**config.mk**
```make
export PLATFORM = sky130hd
export DESIGN_NAME = delayed_task_timer_queue_unit
export DESIGN_NICKNAME = d
export VERILOG_FILES = /design/src/rtl/core/dttq_pkg.sv /design/src/rtl/core/delayed_task_timer_queue_unit.sv /design/src/rtl/core/dttq_cell.sv /design/src/rtl/core/dttq_chain.sv
export VERILOG_INCLUDE_DIRS = /design/src /design/src/rtl/core
export SDC_FILE = /design/constraint.sdc
export NUM_CORES = 2
export LEC_CHECK = 0
export ABC_AREA = 1
export ABC_CLOCK_PERIOD_IN_PS = 11000
export CORE_ASPECT_RATIO = 1.75
export CORE_MARGIN = 2
export CORE_UTILIZATION = 60
export CTS_BUF_LIST = sky130_fd_sc_hd__clkbuf_16
export CTS_CLUSTER_DIAMETER = 100
export DETAILED_ROUTE_END_ITERATION = 8
export DONT_BUFFER_PORTS = 1
export PLACE_DENSITY_LB_ADDON = 0.2
export SLEW_MARGIN = 0
export SYNTH_ARGS = -nofsm -noshare
export SYNTH_HDL_FRONTEND = slang
export SYNTH_SLANG_ARGS = --single-unit
export TNS_END_PERCENT = 50
```
**constraint.sdc**
```tcl
create_clock -name clk -period 11 [get_ports clk]
set_input_delay 2.2 -clock clk [delete_from_list [all_inputs] [get_ports clk]]
set_output_delay 2.2 -clock clk [all_outputs]
set_load 0.02 [all_outputs]
```
**src/rtl/core/delayed_task_timer_queue_unit_defines.svh**
```systemverilog
// assertion macros for the delayed task timer queue
// used by the top level only, needs clk and rst_n in scope
`ifndef DELAYED_TASK_TIMER_QUEUE_UNIT_DEFINES_SVH
`define DELAYED_TASK_TIMER_QUEUE_UNIT_DEFINES_SVH

// same-cycle implication
`define DTTQ_ASSERT_NOW(lbl, ante, cons, msg) \
  lbl: assert property (@(posedge clk) disable iff (!rst_n) (ante) |-> (cons)) \
    else $error(msg);

// next-cycle implication
`define DTTQ_ASSERT_NEXT(lbl, ante, cons, msg) \
  lbl: assert property (@(posedge clk) disable iff (!rst_n) (ante) |=> (cons)) \
    else $error(msg);

`endif

```
**src/rtl/core/dttq_pkg.sv**
```systemverilog
// types, codes and sizes for the delayed task timer queue
// no dependencies
package dttq_pkg;

  localparam int QUEUE_DEPTH = 16;
  localparam int HANDLE_W    = 8;
  localparam int TIME_W      = 32;
  localparam int SEQ_W       = 32;

  localparam logic CMD_POST = 1'b0;
  localparam logic CMD_POLL = 1'b1;

  localparam logic STATUS_RELEASED = 1'b0;
  localparam logic STATUS_REJECTED = 1'b1;

  typedef struct packed {
    logic                command;
    logic [TIME_W-1:0]   now_ms;
    logic [TIME_W-1:0]   delay_ms;
    logic [HANDLE_W-1:0] task_handle;
  } in_req_t;

  typedef struct packed {
    logic                status;
    logic [HANDLE_W-1:0] released_handle;
    logic [SEQ_W-1:0]    released_seq;
    logic                last;
  } out_rsp_t;

  typedef struct packed {
    logic [TIME_W-1:0]   due;
    logic [SEQ_W-1:0]    seq;
    logic [HANDLE_W-1:0] handle;
  } entry_t;

  typedef struct packed {
    logic   valid;
    entry_t data;
  } slot_t;

  typedef struct packed {
    logic   insert;
    logic   pop;
    entry_t new_entry;
  } chain_ctl_t;

  typedef enum logic {
    ST_IDLE,
    ST_POLL
  } state_t;

endpackage

```
**src/rtl/core/delayed_task_timer_queue_unit.sv**
```systemverilog
// a post is written into the cell chain; a poll releases due tasks one at a time and gives no result if none is due
// a rejected post shows its result in the cycle after it is taken
// release rate is one task per cycle while results are accepted, set by the pop shift of the cell chain
// new requests are held off while a poll is releasing tasks or a result waits on out_ready
// reset (rst_n, synchronous) empties the chain and zeroes the sequence counter
module delayed_task_timer_queue_unit import dttq_pkg::*; (
  input  logic     clk,
  input  logic     rst_n,
  input  logic     in_valid,
  output logic     in_ready,
  input  in_req_t  in_req,
  output logic     out_valid,
  input  logic     out_ready,
  output out_rsp_t out_rsp
);

`include "delayed_task_timer_queue_unit_defines.svh"

  state_t            state_r, state_nxt;
  logic [TIME_W-1:0] now_r, now_nxt;
  logic [SEQ_W-1:0]  seq_r, seq_nxt;
  logic              out_valid_r, out_valid_nxt;
  out_rsp_t          out_rsp_r, out_rsp_nxt;

  chain_ctl_t        ctl;
  slot_t             head, second;
  logic              full;
  logic              slot_free;
  logic              accept;
  logic [TIME_W:0]   due_sum;
  logic              head_due;
  logic              second_due;

  dttq_chain u_chain (
    .clk    (clk),
    .rst_n  (rst_n),
    .ctl    (ctl),
    .head   (head),
    .second (second),
    .full   (full)
  );

  assign due_sum    = {1'b0, in_req.now_ms} + {1'b0, in_req.delay_ms};
  assign slot_free  = !out_valid_r || out_ready;
  assign in_ready   = (state_r == ST_IDLE) && slot_free;
  assign accept     = in_valid && in_ready;
  assign head_due   = head.valid && (head.data.due <= now_r);
  assign second_due = second.valid && (second.data.due <= now_r);

  always_comb begin
    state_nxt           = state_r;
    now_nxt             = now_r;
    seq_nxt             = seq_r;
    out_rsp_nxt         = out_rsp_r;
    out_valid_nxt       = out_valid_r && !out_ready;
    ctl.insert          = 1'b0;
    ctl.pop             = 1'b0;
    ctl.new_entry.due   = due_sum[TIME_W] ? '1 : due_sum[TIME_W-1:0];
    ctl.new_entry.seq   = seq_r;
    ctl.new_entry.handle = in_req.task_handle;
    unique case (state_r)
      ST_IDLE: begin
        if (accept) begin
          if (in_req.command == CMD_POLL) begin
            now_nxt   = in_req.now_ms;
            state_nxt = ST_POLL;
          end else if (full) begin
            out_valid_nxt               = 1'b1;
            out_rsp_nxt.status          = STATUS_REJECTED;
            out_rsp_nxt.released_handle = in_req.task_handle;
            out_rsp_nxt.released_seq    = '0;
            out_rsp_nxt.last            = 1'b1;
          end else begin
            ctl.insert = 1'b1;
            seq_nxt    = seq_r + 1'b1;
          end
        end
      end
      ST_POLL: begin
        if (!head_due) begin
          state_nxt = ST_IDLE;
        end else if (slot_free) begin
          ctl.pop                     = 1'b1;
          out_valid_nxt               = 1'b1;
          out_rsp_nxt.status          = STATUS_RELEASED;
          out_rsp_nxt.released_handle = head.data.handle;
          out_rsp_nxt.released_seq    = head.data.seq;
          out_rsp_nxt.last            = !second_due;
          if (!second_due) begin
            state_nxt = ST_IDLE;
          end
        end
      end
      default: begin
        state_nxt = ST_IDLE;
      end
    endcase
  end

  always_ff @(posedge clk) begin
    if (!rst_n) begin
      state_r     <= ST_IDLE;
      seq_r       <= '0;
      out_valid_r <= 1'b0;
    end else begin
      state_r     <= state_nxt;
      seq_r       <= seq_nxt;
      out_valid_r <= out_valid_nxt;
    end
  end

  always_ff @(posedge clk) begin
    now_r     <= now_nxt;
    out_rsp_r <= out_rsp_nxt;
  end

  assign out_valid = out_valid_r;
  assign out_rsp   = out_rsp_r;

  `DTTQ_ASSERT_NOW(a_pop_only_due, ctl.pop, head.valid && (head.data.due <= now_r) && (state_r == ST_POLL), "pop of a task not yet due")
  `DTTQ_ASSERT_NEXT(a_reject_full, accept && (in_req.command == CMD_POST) && full, out_valid && (out_rsp.status == STATUS_REJECTED) && out_rsp.last, "full post not rejected")
  `DTTQ_ASSERT_NOW(a_no_insert_full, ctl.insert, !full && !ctl.pop, "insert into full chain or during pop")

endmodule

```
**src/rtl/core/dttq_cell.sv**
```systemverilog
// one cell of the sorted timer chain: holds one entry
// depends on dttq_pkg
module dttq_cell import dttq_pkg::*; (
  input  logic       clk,
  input  logic       rst_n,
  input  chain_ctl_t ctl,
  input  slot_t      left_slot,
  input  logic       left_after,
  input  slot_t      right_slot,
  output slot_t      slot,
  output logic       after
);

  logic   valid_r, valid_nxt;
  entry_t data_r, data_nxt;

  // entry stays ahead of a new post with an equal or later due time
  assign after = valid_r && (data_r.due <= ctl.new_entry.due);
  assign slot  = '{valid: valid_r, data: data_r};

  always_comb begin
    valid_nxt = valid_r;
    data_nxt  = data_r;
    if (ctl.insert && !after) begin
      if (left_after) begin
        valid_nxt = 1'b1;
        data_nxt  = ctl.new_entry;
      end else begin
        valid_nxt = left_slot.valid;
        data_nxt  = left_slot.data;
      end
    end else if (ctl.pop) begin
      valid_nxt = right_slot.valid;
      data_nxt  = right_slot.data;
    end
  end

  always_ff @(posedge clk) begin
    if (!rst_n) begin
      valid_r <= 1'b0;
    end else begin
      valid_r <= valid_nxt;
    end
  end

  always_ff @(posedge clk) begin
    data_r <= data_nxt;
  end

endmodule

```
**src/rtl/core/dttq_chain.sv**
```systemverilog
// row of timer cells kept sorted by due time, head at cell 0
// depends on dttq_pkg and dttq_cell
module dttq_chain import dttq_pkg::*; (
  input  logic       clk,
  input  logic       rst_n,
  input  chain_ctl_t ctl,
  output slot_t      head,
  output slot_t      second,
  output logic       full
);

  slot_t slots [QUEUE_DEPTH];
  logic  afters [QUEUE_DEPTH];

  for (genvar i = 0; i < QUEUE_DEPTH; i++) begin : g_cell
    slot_t left_s;
    slot_t right_s;
    logic  left_a;

    if (i == 0) begin : g_first
      assign left_s = '{valid: 1'b1, data: ctl.new_entry};
      assign left_a = 1'b1;
    end else begin : g_inner
      assign left_s = slots[i-1];
      assign left_a = afters[i-1];
    end

    if (i == QUEUE_DEPTH - 1) begin : g_last
      assign right_s = '0;
    end else begin : g_mid
      assign right_s = slots[i+1];
    end

    dttq_cell u_cell (
      .clk        (clk),
      .rst_n      (rst_n),
      .ctl        (ctl),
      .left_slot  (left_s),
      .left_after (left_a),
      .right_slot (right_s),
      .slot       (slots[i]),
      .after      (afters[i])
    );
  end

  assign head   = slots[0];
  assign second = slots[1];
  assign full   = slots[QUEUE_DEPTH-1].valid;

endmodule

```
==> results.md <==
* Setup bufs post-CTS at 0
* Syn_nets at 9678
* Post_cts resized at 0
* Startpoint Class: input pin
* Final hold vios at 0
* Die W at 276 um
* WP data required at 11.54 ns
* Sink Count at 1276
* I/O Pins at 121
* Vias in the first global route at 69200
* Gp weighted congestion at 0.976
* Fin crit period at 8.83 ns
* # rows at 174
* CP endpoint kind: register
* Core area at 0.128 sq mm
* CTS root buf: clkbuf_16
* Fmax at 113 MHz
* Status: finished with violations
* Total power at 13.3 mW
* Starting Density at 60.4%
* Critical path type: in -> reg
* Global-route wire length before repair at 423000 um
* Initial antenna violation count at 7
* CTS clk-pin slew, worst paths at 0.07 ns
* Nets at 9436
* Worst-path fanout max at 73
* Via count at 69500
* Setup TNS at 0 ns
* WL/cell at 27.2 um
* CP bufs+invs at 3
* Cell family with most CP delay: simple AND/OR/NAND/NOR gates
* Largest vdd supply drop at 0.000152 V
* Yosys cell types at 60
* Static Leak at 35.0 nW
* Longest Clk Path Bufs at 3
* RSZ-0062 raised after global routing: no
* DR iter-0 viols at 7897
* Slew @ Worst Pin at 1.59 ns
* Most frequent CP cell: nand2_1
* Die height at 480 um
* Power density over the cells at 160 mW/mm^2
* GRT overflow at 0
* PortBufs at 0
* Detailed placement HPWL at 198000 um
* DIE AREA at 0.132 sq mm
* TritonCTS buffer count at 120
* Most frequent cells in the layout: nand2_1, edfxtp_1, o21ai_0
* Clk_lat worst skew at 0.83 ns
* Peak per-stage delay on the critical path at 1.07 ns
* Arrival time worst endpoint at 9.37 ns
* 1st-pass router iterations at 9
* Worst rel slew slack at -6.53%
* Sequential area share after synthesis at 48.8%
* Antenna-violating nets left at 0
* Synth Cell Area at 0.0775 sq mm
* Max-slew violations at 3
* Total GRT Usage at 43.1%
* Final Skew at 0.0757 ns
* Total wire length at 288000 um
* H-tree depth at 3
* Largest cells by area after synthesis: edfxtp_1, nand2_1, ha_1, o21ai_0, o21ai_1
* CTS tree: built
* Largest net degree at the start of global routing at 123
* # setup viols final at 0
* Via density per instance at 6.57
* Area grow syn2layout at 6.77%
* Synthesized flop and latch total at 1276
* Hold Crit Class: reg -> reg
* Layout cells sized above 1 at 5.77%
* Final period utilization at 80.3%
* CP cell instances: ha_1, nand2_1, nor4_1, nand2_1, o211ai_1, nand2_1, nand2_1, inv_1, nor2_2, nor2_2, buf_4, ha_1, nand2_1, or3_1, nor4_1, nand2_1, nand2_1, nand2_1, nand2_4, buf_4, nand2_1, o21ai_0, o21ai_0
* Hold buffer count at CTS at 0
* Cells after Synth at 9038
* Leading area contributor after synthesis: edfxtp_1
* Number of remaining DRC errors at 6
* Yosys warns at 0
* CP max stage cell: nor2_2
* MaxCap Viol Count at 1
* Synthesized area per cell at 8.58 sq um
* Failing checks: design-rule violations, max-capacitance violations, max-slew violations
* Most common cell after layout, fill and taps aside: nand2_1
* Top-area cell type share of the netlist area at 47.5%
power by group:
part           switching, mW  internal, mW  total, mW
Combinational           2.13         0.858       2.99
Clock                   2.06          2.21       4.27
Sequential             0.255          5.77       6.02
registers in the layout (all words and copies together) (netlist names):
| signal | flops |
|---|---|
| now_r | 32 |
| out_rsp | 42 |
| out_valid | 1 |
| seq_r | 32 |
| state_r | 1 |
| u_chain.g_cell.u_cell.slot | 1152 |
| u_chain.g_cell.u_cell.valid_r | 16 |
metrics by stage:
stage | worst slack, ns | hold slack (ns) | utilization [%] | instances | area, sq um
global route | 1.98 | 0.525 | 64.4 | 10600 | 82800
finish | 2.17 | 0.518 | 64.4 | 10600 | 82800
global placement | 1.75 | 0.486 | 61.4 | 10300 | 78900
floorplan | 2.46 | 0.475 | - | 9038 | 77500
detailed placement | 1.67 | 0.496 | 61.4 | 10300 | 78900
CTS | 2.47 | 0.512 | 64.4 | 10600 | 82800
cells by family (layout without fill, tap and decap cells):
kind of cell | after synthesis | count (layout) | share of synthesized area, %
flip-flops | 1276 | 1276 | 48.8
other | 0 | 4 | 0
AO/OA/AOI/OAI | 2301 | 2301 | 16.1
AND/OR/NAND/NOR | 3678 | 3678 | 19.1
XOR/XNOR | 14 | 14 | 0.158
buffers and inverters | 1206 | 1070 | 6.85
adder cells (fa/ha/maj) | 563 | 563 | 9.10
final timing paths:
kind	startpoint	end	cells after the start	slack, ns
setup / recovery	in_req[27]	u_chain.g_cell[4].u_cell.slot[8]	23	2.17
hold / removal	seq_r[29]	seq_r[30]	2	0.52
hold reg to reg	seq_r[29]	seq_r[30]	2	0.52
setup reg to reg	state_r	u_chain.g_cell[15].u_cell.slot[11]	13	5.81
cell usage after synthesis (all sizes together):
master,number
nor2,307
a221oi,6
o2111ai,2
nor3,152
xor2,9
or3,8
nand4,63
and3,2
a31oi,14
fa,1
clkbuf,249
buf,323
edfxtp,1226
o21a,10
a21oi,479
a21boi,8
clkinv,9
o221a,2
a211o,1
ha,562
nand2,2831
and2,3
dfxtp,50
a311oi,1
nor3b,7
o211a,3
o21ai,1472
o221ai,6
nand3,268
a211oi,30
nor4,23
a2111oi,3
nor4b,2
nand3b,7
xnor2,5
o21bai,24
a22oi,1
o211ai,216
or2,5
o22ai,11
a21o,12
inv,625
worst register-to-register path, stage by stage, from the launching register on:
cell	delay [ns]
dfxtp_2	0.31
buf_4	0.29
nor2_1	0.44
nand2_1	0.15
nor2_1	0.13
buf_4	0.27
nand2_1	0.51
inv_2	0.25
buf_4	0.60
nand2_4	0.61
inv_2	0.68
buf_4	0.48
nand2_1	0.12
o21ai_0	0.12
layer usage:
layer	wire length, um	global-route usage [%]	up-vias
li1	-	-	30800
met1	90700	44.7	32800
met2	137000	70.9	4377
met3	23200	7.81	1602
met4	36600	44.6	6
met5	50	0.0741	-
final cells by class:
| class | instances | area (sq um) |
|---|---|---|
| diodes | 4 | 10.0 |
| clock buffers | 120 | 3000 |
| clock inverters | 108 | 872 |
| fillers | 11000 | 45700 |
| inverters | 634 | 2400 |
| multi-input cells | 6556 | 34800 |
| flip-flops and latches | 1276 | 37800 |
| well taps | 1672 | 2090 |
| repair buffers | 208 | 1820 |
Power figures use the tool's default switching activity.
